$ cat config.mk
export PLATFORM = sky130hd
export DESIGN_NAME = gbr_walker
export DESIGN_NICKNAME = d
export VERILOG_FILES = /design/src/gbr_pkg.sv /design/src/gbr_walker.sv
export SDC_FILE = /design/constraint.sdc
export NUM_CORES = 1
export LEC_CHECK = 0
export BUFFER_PORTS_ARGS = -buffer_cell sky130_fd_sc_hd__buf_4
export CAP_MARGIN = 10
export CORE_MARGIN = 2
export CORE_UTILIZATION = 45
export CTS_BUF_LIST = sky130_fd_sc_hd__clkbuf_16
export CTS_CLUSTER_SIZE = 20
export DETAILED_ROUTE_END_ITERATION = 12
export PLACE_DENSITY = 0.71
export SYNTH_ARGS = -nofsm -noshare
export SYNTH_HDL_FRONTEND = slang
export SYNTH_SLANG_ARGS = --single-unit
$ cat constraint.sdc
create_clock -name clk -period 5.17 [get_ports clk]
set_input_delay 0.517 -clock clk [delete_from_list [all_inputs] [get_ports clk]]
set_output_delay 0.517 -clock clk [all_outputs]
set_load 0.02 [all_outputs]
$ cat src/gbr_pkg.sv
`timescale 1ns / 1ps
package gbr_pkg;

  // Font geometry and storage sizes
  localparam int MAX_GLYPH_WIDTH  = 8;
  localparam int MAX_GLYPH_HEIGHT = 8;
  localparam int GLYPH_COUNT      = 256;
  localparam int BIT_STORE_BYTES  = 2048;
  localparam int COORD_BITS       = 12;

  // Fixed field widths
  localparam int OP_W    = 2;
  localparam int TADDR_W = 11;
  localparam int TVAL_W  = 11;
  localparam int CODE_W  = 8;
  localparam int COLOR_W = 16;
  localparam int ADV_W   = 4;
  localparam int HGT_W   = 4;
  localparam int BYTE_W  = 8;
  localparam int BITC_W  = 3;
  localparam int OFFS_W  = 11;

  // Derived widths
  localparam int GIDX_W  = (GLYPH_COUNT > 1) ? $clog2(GLYPH_COUNT) : 1;
  localparam int BYTE_AW = $clog2(BIT_STORE_BYTES);
  localparam int COL_W   = (MAX_GLYPH_WIDTH > 1) ? $clog2(MAX_GLYPH_WIDTH) : 1;
  localparam int ROW_W   = (MAX_GLYPH_HEIGHT > 1) ? $clog2(MAX_GLYPH_HEIGHT) : 1;

  // Configuration port
  localparam int CFG_IDX_W  = 1;
  localparam int CFG_DATA_W = 8;
  localparam logic [CFG_IDX_W-1:0] REG_CHAR_BASE    = 1'd0;
  localparam logic [CFG_IDX_W-1:0] REG_GLYPH_HEIGHT = 1'd1;
  localparam logic [CODE_W-1:0]    CHAR_BASE_RST    = 8'd32;
  localparam logic [HGT_W-1:0]     GLYPH_HEIGHT_RST = 4'd8;

  typedef enum logic [OP_W-1:0] {
    OP_DRAW   = 2'd0,
    OP_WIDTH  = 2'd1,
    OP_OFFSET = 2'd2,
    OP_BYTE   = 2'd3
  } op_t;

  // Table write request
  typedef struct packed {
    logic               en;
    op_t                op;
    logic [TADDR_W-1:0] addr;
    logic [TVAL_W-1:0]  value;
  } tbl_wr_t;

  // Table read requests
  typedef struct packed {
    logic               idx_re;
    logic [GIDX_W-1:0]  idx;
    logic               byte_re;
    logic [BYTE_AW-1:0] byte_addr;
  } tbl_rd_t;

  // Registered table read data
  typedef struct packed {
    logic [ADV_W-1:0]  width;
    logic [OFFS_W-1:0] offset;
    logic [BYTE_W-1:0] glyph;
  } tbl_data_t;

  // Draw request handed to the walker
  typedef struct packed {
    logic                  start;
    logic [GIDX_W-1:0]     idx;
    logic                  idx_ok;
    logic [HGT_W-1:0]      height;
    logic [COORD_BITS-1:0] ox;
    logic [COORD_BITS-1:0] oy;
    logic [COLOR_W-1:0]    fg;
    logic [COLOR_W-1:0]    bg;
  } draw_t;

  // One result item
  typedef struct packed {
    logic                  pixel_valid;
    logic [COORD_BITS-1:0] pixel_x;
    logic [COORD_BITS-1:0] pixel_y;
    logic [COLOR_W-1:0]    pixel_color;
    logic [ADV_W-1:0]      advance;
    logic                  last;
  } res_t;

  // Next byte address, wrapping at the end of the bit store
  function automatic logic [BYTE_AW-1:0] byte_inc(input logic [BYTE_AW-1:0] a);
    logic [BYTE_AW-1:0] r;
    if (32'(a) == BIT_STORE_BYTES - 1) begin
      r = '0;
    end else begin
      r = a + 1'b1;
    end
    return r;
  endfunction

endpackage

$ cat src/gbr_walker.sv
`timescale 1ns / 1ps
module gbr_walker import gbr_pkg::*; (
  input  logic      clk,
  input  logic      rst_n,
  input  draw_t     draw,
  input  tbl_data_t tbl,
  output tbl_rd_t   rd,
  output logic      idle,
  input  logic      out_ready,
  output logic      out_valid,
  output res_t      res
);

  typedef enum logic [1:0] {S_IDLE, S_LOOKUP, S_FETCH, S_EMIT} state_t;

  state_t                state_r, state_nxt;
  logic [COORD_BITS-1:0] ox_r, ox_nxt;
  logic [COORD_BITS-1:0] oy_r, oy_nxt;
  logic [COLOR_W-1:0]    fg_r, fg_nxt;
  logic [COLOR_W-1:0]    bg_r, bg_nxt;
  logic                  idx_ok_r, idx_ok_nxt;
  logic [HGT_W-1:0]      h_r, h_nxt;
  logic [ADV_W-1:0]      w_r, w_nxt;
  logic [COL_W-1:0]      col_r, col_nxt;
  logic [ROW_W-1:0]      row_r, row_nxt;
  logic [BITC_W-1:0]     bit_r, bit_nxt;
  logic [BYTE_W-1:0]     shift_r, shift_nxt;
  logic [BYTE_AW-1:0]    baddr_r, baddr_nxt;
  logic                  out_valid_r, out_valid_nxt;
  res_t                  res_r, res_nxt;

  logic                  out_free;
  logic [ADV_W-1:0]      w_eff;
  logic                  col_end;
  logic                  row_end;

  assign out_free = !out_valid_r || out_ready;
  assign w_eff    = idx_ok_r ? tbl.width : '0;
  assign col_end  = (ADV_W'(col_r) + 1'b1) == w_r;
  assign row_end  = (HGT_W'(row_r) + 1'b1) == h_r;

  // Sequencer: look up the glyph, then shift out one bit per pixel
  always_comb begin
    state_nxt     = state_r;
    ox_nxt        = ox_r;
    oy_nxt        = oy_r;
    fg_nxt        = fg_r;
    bg_nxt        = bg_r;
    idx_ok_nxt    = idx_ok_r;
    h_nxt         = h_r;
    w_nxt         = w_r;
    col_nxt       = col_r;
    row_nxt       = row_r;
    bit_nxt       = bit_r;
    shift_nxt     = shift_r;
    baddr_nxt     = baddr_r;
    out_valid_nxt = out_valid_r && !out_ready;
    res_nxt       = res_r;
    rd            = '0;

    case (state_r)
      S_IDLE: begin
        if (draw.start) begin
          ox_nxt     = draw.ox;
          oy_nxt     = draw.oy;
          fg_nxt     = draw.fg;
          bg_nxt     = draw.bg;
          idx_ok_nxt = draw.idx_ok;
          h_nxt      = draw.height;
          rd.idx_re  = 1'b1;
          rd.idx     = draw.idx;
          state_nxt  = S_LOOKUP;
        end
      end
      S_LOOKUP: begin
        if (out_free) begin
          if (w_eff == '0 || h_r == '0) begin
            // Empty glyph: report the advance only
            res_nxt.pixel_valid = 1'b0;
            res_nxt.pixel_x     = ox_r;
            res_nxt.pixel_y     = oy_r;
            res_nxt.pixel_color = '0;
            res_nxt.advance     = w_eff;
            res_nxt.last        = 1'b1;
            out_valid_nxt       = 1'b1;
            state_nxt           = S_IDLE;
          end else begin
            w_nxt        = w_eff;
            col_nxt      = '0;
            row_nxt      = '0;
            bit_nxt      = '0;
            rd.byte_re   = 1'b1;
            rd.byte_addr = tbl.offset[BYTE_AW-1:0];
            baddr_nxt    = byte_inc(tbl.offset[BYTE_AW-1:0]);
            state_nxt    = S_FETCH;
          end
        end
      end
      S_FETCH: begin
        // Load the first byte and prefetch the next
        shift_nxt    = tbl.glyph;
        rd.byte_re   = 1'b1;
        rd.byte_addr = baddr_r;
        baddr_nxt    = byte_inc(baddr_r);
        state_nxt    = S_EMIT;
      end
      S_EMIT: begin
        if (out_free) begin
          res_nxt.pixel_valid = 1'b1;
          res_nxt.pixel_x     = ox_r + COORD_BITS'(col_r);
          res_nxt.pixel_y     = oy_r + COORD_BITS'(row_r);
          res_nxt.pixel_color = shift_r[BYTE_W-1] ? fg_r : bg_r;
          res_nxt.advance     = w_r;
          res_nxt.last        = col_end && row_end;
          out_valid_nxt       = 1'b1;
          bit_nxt             = bit_r + 1'b1;
          // Refill from the prefetched byte once this one is used up
          if (bit_r == '1) begin
            shift_nxt    = tbl.glyph;
            rd.byte_re   = 1'b1;
            rd.byte_addr = baddr_r;
            baddr_nxt    = byte_inc(baddr_r);
          end else begin
            shift_nxt = {shift_r[BYTE_W-2:0], 1'b0};
          end
          if (col_end) begin
            col_nxt = '0;
            row_nxt = row_r + 1'b1;
          end else begin
            col_nxt = col_r + 1'b1;
          end
          if (col_end && row_end) begin
            state_nxt = S_IDLE;
          end
        end
      end
      default: begin
        state_nxt = S_IDLE;
      end
    endcase
  end

  always_ff @(posedge clk) begin
    if (!rst_n) begin
      state_r     <= S_IDLE;
      out_valid_r <= 1'b0;
    end else begin
      state_r     <= state_nxt;
      out_valid_r <= out_valid_nxt;
      ox_r        <= ox_nxt;
      oy_r        <= oy_nxt;
      fg_r        <= fg_nxt;
      bg_r        <= bg_nxt;
      idx_ok_r    <= idx_ok_nxt;
      h_r         <= h_nxt;
      w_r         <= w_nxt;
      col_r       <= col_nxt;
      row_r       <= row_nxt;
      bit_r       <= bit_nxt;
      shift_r     <= shift_nxt;
      baddr_r     <= baddr_nxt;
      res_r       <= res_nxt;
    end
  end

  assign idle      = state_r == S_IDLE;
  assign out_valid = out_valid_r;
  assign res       = res_r;

endmodule

==> impl_metrics.toml, run 1 <==
[grt]
globalRouteOverflowTotal = 0
maximum_number_of_pins_on_one_net_before_global_route_repair = 53
via_count_of_the_first_global_routing_pass = 4137
grt_antenna_before_repair = 0
grt_usage_pct = 17.2
grt_first_pass_wirelength_mm = 20.0

[place]
dpl.cell_count = 790
post-dp-hpwl_mm = 9.21
gpl.final_weighted_congestion = 0.831
place.port_buffers = 164
place_area_mm2 = 0.00793

[finish]
most_common_cell_after_layout_fill_and_taps_aside = "sky130_fd_sc_hd__buf_4"
final.fill_count = 1103
num-nets-final = 743
mostFrequentLayoutCells = "sky130_fd_sc_hd__buf_4, sky130_fd_sc_hd__edfxtp_1, sky130_fd_sc_hd__nor2_1"
fin_cells = 821
fraction_of_final_layout_cells_with_drive_strength_greater_than_1_pct = 35.4
design_area_mm2 = 0.00846
antenna_cells = 0
flow.area_growth_from_synthesis_pct = 30.3

[detailed_routing]
ant_nets = 0
wirelength_mm = 12.7
vias = 4177
ratio_of_routed_vias_to_standard_cells = 5.09
drtPass1Iterations = 4
routed_wl_per_cell_um = 15.4
first_iter_violations = 256
final_routed_drc_violation_total = 0

[setup_path]
slowest_stage = "sky130_fd_sc_hd__nor2_2"
worst_ep_arrival_time_ns = 2.32
critical_path.max_stage_delay_ns = 0.52
cp-start-kind = "register"
critical_path.endpoint_type = "output pin"
crit_path_cell_trace = "ha_1 -> nand4_4 -> nor2_2 -> a22oi_1 -> nor2_1 -> buf_4"
r2r_start = "state_r[0]"
critPathBufInv = 1
cpLargestDelayFamily = "simple AND/OR/NAND/NOR gates"
startpoint = "state_r[0]"
crit_path_max_fanout = 12
worst_ep_required_time_ns = 4.65
worstSetupPathType = "reg2out"

[status]
status = "finished clean"

[clock_tree]
ctsHtreeMaxLevel = 4
number_of_gates_given_a_new_drive_strength_after_cts = 0
post_cts.repair.setup_buffers = 0
clockRootBuffer = "sky130_fd_sc_hd__clkbuf_16"
clk-insertion-delay-late_ns = 0.41
deepest_clock_path_buffer_count = 2
numCtsBuffers = 17
cts_tree = "done"
clk_pin_slew_ns = 0.06
cts_hold_buffers = 0
clkSinkCount = 142

[min_path]
hp-class = "in2reg"
timing.hold.worst.start = "draw[43]"

[die]
initial_utilization_pct = 46.4
die_h_um = 124
die_area_mm2 = 0.0154
floorplan.rows = 43
core_region_area_mm2 = 0.0140
floorplan.die.width_um = 124
io_pins = 165

[sta]
grt_setup_unrepaired = "no"
totalNegativeSetupSlack_ns = 0
max_freq_ghz = 0.352
finalCriticalPeriod_ns = 2.84
max_slew.worst_pin.slew_ns = 0.901
final_max_slew_viol_count = 0
report.final.hold_viol_count = 0
worst_slew_margin_rel_pct = 39.9
finClkSkew_ns = 0.00670
post-route-period-util_pct = 54.9
timing.final.setup_violations = 0

[synthesis]
synth_top_area_share_pct = 64.3
postSynthNetCount = 569
flip_flop_cell_with_the_highest_count_after_synthesis = "sky130_fd_sc_hd__edfxtp_1"
post_synth_top_area_cell = "sky130_fd_sc_hd__edfxtp_1"
synth_enable_flop_cells = 139
ys_seq_area_share_pct = 65.2
netlist_area_before_placement_mm2 = 0.00649
yosysWarnings = 0
synth_cell_type_count = 43
mean_instance_size_in_the_synthesized_netlist_um2 = 14.3
post_synth_inst_count = 455
synthTopCellsByArea = "sky130_fd_sc_hd__edfxtp_1, sky130_fd_sc_hd__xnor2_1, sky130_fd_sc_hd__ha_1"
synth_async_sr_flop_share_pct = 0
ys_seq_elements = 142

[power]
power_per_cell_area_mw_per_mm2 = 341
post-layout-total-power_mw = 2.89
irDropWorstVdd_mv = 0.234
power_leakage_nw = 3.31

[job]
timing.max_cap.violations = 0
path summary, 6_finish.rpt:
check / to / slack, ns / cells after the start
max: rd[6] / 2.33 / 6
min: oy_r[11] / 0.28 / 1
max reg2reg: h_r[2] / 2.36 / 4
min reg2reg: shift_r[3] / 0.55 / 1
area by class of cell:
cell class / count / area, um^2 / area share [%]
inverters: 13 / 48.8 / 0.577
clock buffers: 17 / 425 / 5.03
well taps: 180 / 225 / 2.66
multi-input cells: 286 / 2150 / 25.5
clock inverters: 14 / 105 / 1.24
flip-flops and latches: 142 / 4230 / 50.0
repair buffers: 169 / 1270 / 15.0
sequential cells by signal (all words and copies together), names as in the netlist, named ones only:
name	count
bg_r	16
fg_r	16
shift_r	8
baddr_r	11
bit_r	3
h_r	4
out_valid	1
ox_r	12
w_r	4
res	46
row_r	3
oy_r	12
idx_ok_r	1
state_r	1
col_r	3
worst register-to-register path: stages (launching register included):
cell                      delay (ns)
sky130_fd_sc_hd__dfxtp_1        0.36
sky130_fd_sc_hd__inv_1          0.12
sky130_fd_sc_hd__ha_1           0.68
sky130_fd_sc_hd__and3_2         0.79
sky130_fd_sc_hd__buf_4          0.49
through the flow:
step	hold slack, ns	utilization [%]	setup WS [ns]
3_5_place_dp	0.538	56.7	2.32
2_1_floorplan	0.484	-	0.0565
4_1_cts	0.264	60.5	2.33
3_3_place_gp	0.501	56.7	2.46
6_report	0.283	60.5	2.33
5_1_grt	0.258	60.5	2.14
metal layers:
| layer | GRT usage [%] | routed length [um] |
|---|---|---|
| met5 | 0 | 0 |
| met4 | 6.25 | 155 |
| met3 | 4.30 | 670 |
| met2 | 29.5 | 6620 |
| met1 | 21.2 | 5230 |
synth_stat cells (all sizes together) (10+ instances only):
| cell | n |
|---|---|
| a22oi | 11 |
| and2 | 11 |
| and3 | 14 |
| clkbuf | 10 |
| edfxtp | 139 |
| ha | 16 |
| inv | 13 |
| mux2 | 16 |
| mux2i | 18 |
| nand2 | 21 |
| nand3 | 13 |
| nor2 | 32 |
| nor2b | 22 |
| xnor2 | 28 |
| xor2 | 19 |
power breakdown:
group	internal [mW]	switching [mW]	total, mW
Clock	0.649	0.441	1.09
Combinational	0.173	0.213	0.386
Sequential	1.37	0.0450	1.41
Total	2.19	0.700	2.89
kinds of logic (layout without fill, tap and decap cells):
| logic type | Yosys count | count (layout) | share of synthesized area [%] |
|---|---|---|---|
| simple gates | 146 | 146 | 12.7 |
| flops | 142 | 142 | 65.2 |
| xor+xnor | 47 | 47 | 6.34 |
| compound gates | 41 | 41 | 4.76 |
| mux | 34 | 34 | 5.55 |
| buf+inv | 27 | 213 | 1.75 |
| fa+ha+maj | 18 | 18 | 3.70 |
No activity file was read; power rests on OpenSTA's default activity.
==> run 2, diff against run 1 <==
- clock period: 5.17 -> 2.6 ns (I/O delays scaled with it)
==> impl_metrics.toml, run 2 (same netlist as run 1, synthesis figures left out) <==
[status]
status = "finished clean"

[finish]
design_area_mm2 = 0.00884
fraction_of_final_layout_cells_with_drive_strength_greater_than_1_pct = 34.7
mostFrequentLayoutCells = "sky130_fd_sc_hd__buf_4, sky130_fd_sc_hd__edfxtp_1, sky130_fd_sc_hd__nor2_1"
num-nets-final = 776
antenna_cells = 0
largest_register_ff_count = 46
final.fill_count = 1090
flow.area_growth_from_synthesis_pct = 36.1
most_common_cell_after_layout_fill_and_taps_aside = "sky130_fd_sc_hd__buf_4"

[place]
post-dp-hpwl_mm = 9.41
place_area_mm2 = 0.00800
place.port_buffers = 164
gpl.final_weighted_congestion = 0.879

[detailed_routing]
ratio_of_routed_vias_to_standard_cells = 5.05
wirelength_mm = 13.4
ant_nets = 0
vias = 4312
final_routed_drc_violation_total = 0
first_iter_violations = 215
routed_wl_per_cell_um = 15.7
drtPass1Iterations = 4

[power]
power_leakage_nw = 3.46
power_per_cell_area_mw_per_mm2 = 668
power.sequential.fraction_pct = 47.5
power.share.combinational_pct = 14.2
internal_power_mw = 4.49
netSwitchingPower_mw = 1.41
irDropWorstVdd_mv = 0.432
clockPowerShare_pct = 38.3
power.share.switching_pct = 23.9

[grt]
via_count_of_the_first_global_routing_pass = 4202
grt.met2_usage_pct = 30.7
globalRouteOverflowTotal = 0
global_route.usage.met3_pct = 6.36
grt_usage_pct = 17.7
grt_first_pass_wirelength_mm = 20.3
grt_use_met1_pct = 20.5
maximum_number_of_pins_on_one_net_before_global_route_repair = 62
grt_antenna_before_repair = 0
highest_utilization_routing_layer_at_the_global_route_stage = "met2"

[sta]
fin_hold_ws_ns = 0.0249
max_freq_ghz = 0.417
final_max_slew_viol_count = 0
post-route-period-util_pct = 92.2
grt_setup_unrepaired = "no"
max_slew.worst_pin.slew_ns = 0.528
timing.final.setup_violations = 0
report.final.hold_viol_count = 0
finClkSkew_ns = 0.00768
worst_slew_margin_rel_pct = 64.5
finalCriticalPeriod_ns = 2.40

[clock_tree]
post_cts.repair.setup_buffers = 0
cts_tree = "done"
clk_pin_slew_ns = 0.06
deepest_clock_path_buffer_count = 2
ctsHtreeMaxLevel = 4
clockRootBuffer = "sky130_fd_sc_hd__clkbuf_16"
numCtsBuffers = 17
clk-insertion-delay-late_ns = 0.41
clkSinkCount = 142

[setup_path]
crit_path_max_fanout = 12
r2r_start = "row_r[0]"
worst_ep_arrival_time_ns = 2.14
setup.reg_to_reg.worst_slack_ns = 0.48
worst_r2r_endpoint = "res[29]"
timing.reg2reg.worst_path_depth = 8
cp-start-kind = "register"
worstSetupPathType = "reg2out"
worst_ep_required_time_ns = 2.34
critical_path.endpoint_type = "output pin"
startpoint = "h_r[2]"

[die]
die_h_um = 124
io_pins = 165
initial_utilization_pct = 46.4
floorplan.rows = 43
floorplan.die.width_um = 124
die_area_mm2 = 0.0154
core_region_area_mm2 = 0.0140

[min_path]
hp-class = "in2reg"
holdPathEnd = "idx_ok_r"
hold_path_depth = 1
timing.hold.worst.start = "draw[60]"

[job]
timing.max_cap.violations = 0
-- run 2: worst max path at each step --
stage / endpoint / slack (ns) / cells after the start
floorplan: res[0] / -0.13 / 3
global placement: res[29] / 0.58 / 8
detailed placement: res[29] / 0.47 / 8
CTS: rd[6] / 0.11 / 7
global route: rd[7] / 0.08 / 7
finish: rd[6] / 0.20 / 7
-- run 2: routing by layer --
| metal | vias up | routed length (um) |
|---|---|---|
| met5 | - | 0 |
| met4 | 0 | 134 |
| met3 | 9 | 727 |
| met2 | 104 | 7080 |
| met1 | 2095 | 5470 |
| li1 | 2104 | - |
-- run 2: cell type report --
cell class / count / area [um^2] / share of cell area (%)
Tap cell: 180 / 225 / 2.55
Sequential cell: 142 / 4230 / 47.9
Timing Repair Buffer: 202 / 1610 / 18.2
Clock buffer: 17 / 425 / 4.81
Multi-Input combinational cell: 286 / 2160 / 24.5
Clock inverter: 14 / 129 / 1.46
Inverter: 13 / 48.8 / 0.552
-- run 2: critical path: stages, from the launching register on --
cell and delay (ns):
sky130_fd_sc_hd__edfxtp_1 0.40, sky130_fd_sc_hd__or4_4 0.58, sky130_fd_sc_hd__nand4_4 0.15, sky130_fd_sc_hd__nor2_2 0.04, sky130_fd_sc_hd__buf_4 0.19, sky130_fd_sc_hd__a22oi_1 0.16
sky130_fd_sc_hd__nor2_1 0.06, sky130_fd_sc_hd__buf_4 0.16
-- run 2: power groups by stage --
stage	Sequential, mW	Combinational, mW	Clock [mW]
2_1_floorplan	2.91	0.372	0
3_3_place_gp	2.84	0.786	0
3_5_place_dp	2.85	0.807	0
4_1_cts	2.80	0.811	2.32
5_1_grt	2.82	0.903	2.44
6_report	2.80	0.836	2.26
-- run 2: metrics by stage --
step	util (%)	worst slack [ns]	setup TNS, ns	power [mW]	std cells
finish	63.2	0.203	0	5.90	854
detailed placement	57.2	0.472	0	3.66	795
global route	63.2	0.0814	0	6.16	854
global placement	57.2	0.583	0	3.63	795
CTS	61.1	0.108	0	5.93	826
floorplan	-	-0.133	-6.11	3.28	455
-- run 2: what timing repair did --
| action | in CTS | in global routing |
|---|---|---|
| resized for setup | 0 | 1 |
| endpoints found under the setup margin | 0 | 6 |
| endpoints found under the hold margin | 0 | 28 |
| hold buffers | 0 | 28 |
==> run 3, diff against run 2 <==
- CORE_ASPECT_RATIO: default -> 1.5
- CTS_BUF_LIST: sky130_fd_sc_hd__clkbuf_16 -> sky130_fd_sc_hd__clkbuf_2
==> impl_metrics.toml, run 3 (same netlist as run 1, synthesis figures left out) <==
[detailed_routing]
wirelength_mm = 15.0
ant_nets = 0
final_routed_drc_violation_total = 0
vias = 4643
ratio_of_routed_vias_to_standard_cells = 4.98
first_iter_violations = 204
drtPass1Iterations = 4
routed_wl_per_cell_um = 16.0

[sta]
report.final.hold_viol_count = 0
timing.final.setup_violations = 2
final_max_slew_viol_count = 0
max_slew.worst_pin.slew_ns = 0.545
post-route-period-util_pct = 100
worst_slew_margin_rel_pct = 63.4
finalCriticalPeriod_ns = 2.61
setup_slack_ns = -0.00913
finClkSkew_ns = 0.0338
grt_setup_unrepaired = "yes"
max_freq_ghz = 0.383

[place]
dpl.cell_count = 808
gpl.final_weighted_congestion = 0.826
preCtsSetupSlack_ns = 0.436
post-dp-hpwl_mm = 10.3
place.port_buffers = 164

[setup_path]
timing.critical_path.depth = 7
timing.reg2reg.worst_path_depth = 6
setup.reg_to_reg.worst_slack_ns = 0.40
worst_ep_arrival_time_ns = 2.35
worst_ep_required_time_ns = 2.34
worst_r2r_endpoint = "row_r[0]"
cp-start-kind = "register"
critPathBufInv = 2
slowest_stage = "sky130_fd_sc_hd__or4_4"
cpLargestDelayFamily = "simple AND/OR/NAND/NOR gates"
crit_path_max_fanout = 5
worstSetupPathType = "reg2out"
critical_path.max_stage_delay_ns = 0.58
r2r_start = "col_r[0]"
startpoint = "h_r[2]"
critical_path.endpoint_type = "output pin"
crit_path_cell_trace = "or4_4 -> nand4_4 -> nor2_4 -> buf_6 -> a22oi_2 -> nor2_1 -> buf_4"
worst_setup_path_endpoint = "rd[9]"

[grt]
maximum_number_of_pins_on_one_net_before_global_route_repair = 38
globalRouteOverflowTotal = 0
grt_first_pass_wirelength_mm = 22.9
grt_antenna_before_repair = 1
via_count_of_the_first_global_routing_pass = 4860
grt_usage_pct = 19.7

[die]
die_h_um = 151
floorplan.die.width_um = 102
io_pins = 165
initial_utilization_pct = 46.2
core_region_area_mm2 = 0.0141
die_area_mm2 = 0.0154
floorplan.rows = 53

[job]
timing.max_cap.violations = 0

[clock_tree]
deepest_clock_path_buffer_count = 2
clkSinkCount = 142
clockRootBuffer = "sky130_fd_sc_hd__clkbuf_2"
numCtsBuffers = 17
clk_pin_slew_ns = 0.22
clk-insertion-delay-late_ns = 0.65
ctsHtreeMaxLevel = 4
cts_tree = "done"

[finish]
fraction_of_final_layout_cells_with_drive_strength_greater_than_1_pct = 34.2
largest_register_ff_count = 46
num-nets-final = 841
most_common_cell_after_layout_fill_and_taps_aside = "sky130_fd_sc_hd__buf_4"
fin_cells = 933
mostFrequentLayoutCells = "sky130_fd_sc_hd__buf_4, sky130_fd_sc_hd__edfxtp_1, sky130_fd_sc_hd__dlygate4sd3_1"
flow.area_growth_from_synthesis_pct = 41.5
final.fill_count = 1037

[min_path]
hp-class = "in2reg"
hold_path_depth = 4

[power]
irDropWorstVdd_mv = 0.304
power_per_cell_area_mw_per_mm2 = 536
power_leakage_nw = 3.61
post-layout-total-power_mw = 4.92

[status]
status = "finished with violations"
failed_checks = "negative setup slack"
run 3: worst min-delay path by stage:
| stage | slack (ns) | startpoint | end |
|---|---|---|---|
| after floorplan | 0.36 | draw[0] | bg_r[0] |
| final | 0.11 | tbl[9] | baddr_r[3] |
| after detailed placement | 0.44 | draw[7] | bg_r[7] |
| after CTS | 0.02 | tbl[9] | baddr_r[3] |
| after global placement | 0.44 | draw[37] | oy_r[5] |
| after global routing | 0.08 | tbl[9] | baddr_r[3] |
run 3: what timing repair did:
item,CTS,global route
pin swaps,3,8
buffers inserted,7,1
hold buffers,84,0
setup endpoints to repair,12,12
resized for setup,7,5
hold endpoints to repair,85,0
run 3: area by class of cell:
cell class                      count  area, um^2  area share [%]
Sequential cell                   142        4230            46.1
Timing Repair Buffer              267        2240            24.4
Multi-Input combinational cell    286        2200            24.0
Tap cell                          192         240            2.61
Clock inverter                     14         131            1.43
Clock buffer                       18        90.1           0.981
Inverter                           13        48.8           0.531
Antenna cell                        1        2.50          0.0272
run 3: per-stage QoR:
step | setup TNS [ns] | instance area, um^2 | hold WS [ns] | utilization, %
6_report | -0.00993 | 9190 | 0.111 | 65.4
5_1_grt | -1.93 | 9190 | 0.0782 | 65.4
4_1_cts | -1.02 | 9160 | 0.0227 | 65.1
3_5_place_dp | 0 | 8010 | 0.439 | 57.0
3_3_place_gp | 0 | 8010 | 0.439 | 57.0
2_1_floorplan | -6.11 | 6500 | 0.359 | -
run 3: power by group:
group / internal (mW) / total, mW / switching, mW
Combinational: 0.467 / 0.943 / 0.476
Sequential: 2.71 / 2.80 / 0.0895
Clock: 0.368 / 1.18 / 0.813
Total: 3.55 / 4.92 / 1.38
run 3: worst min-delay path: stages:
cell and delay (ns):
sky130_fd_sc_hd__buf_4 0.13, sky130_fd_sc_hd__nand3_1 0.09, sky130_fd_sc_hd__xor2_1 0.07, sky130_fd_sc_hd__o22ai_1 0.11
run 3: per-layer routing:
layer  global-route usage, %  vias to the layer above  share of wire (%)
li1                        -                     2240                  -
met1                    20.6                     2238                 36
met2                    37.1                      148                 57
met3                    4.06                       17                5.0
met4                    8.53                        0                1.5
met5                       0                        -                  0
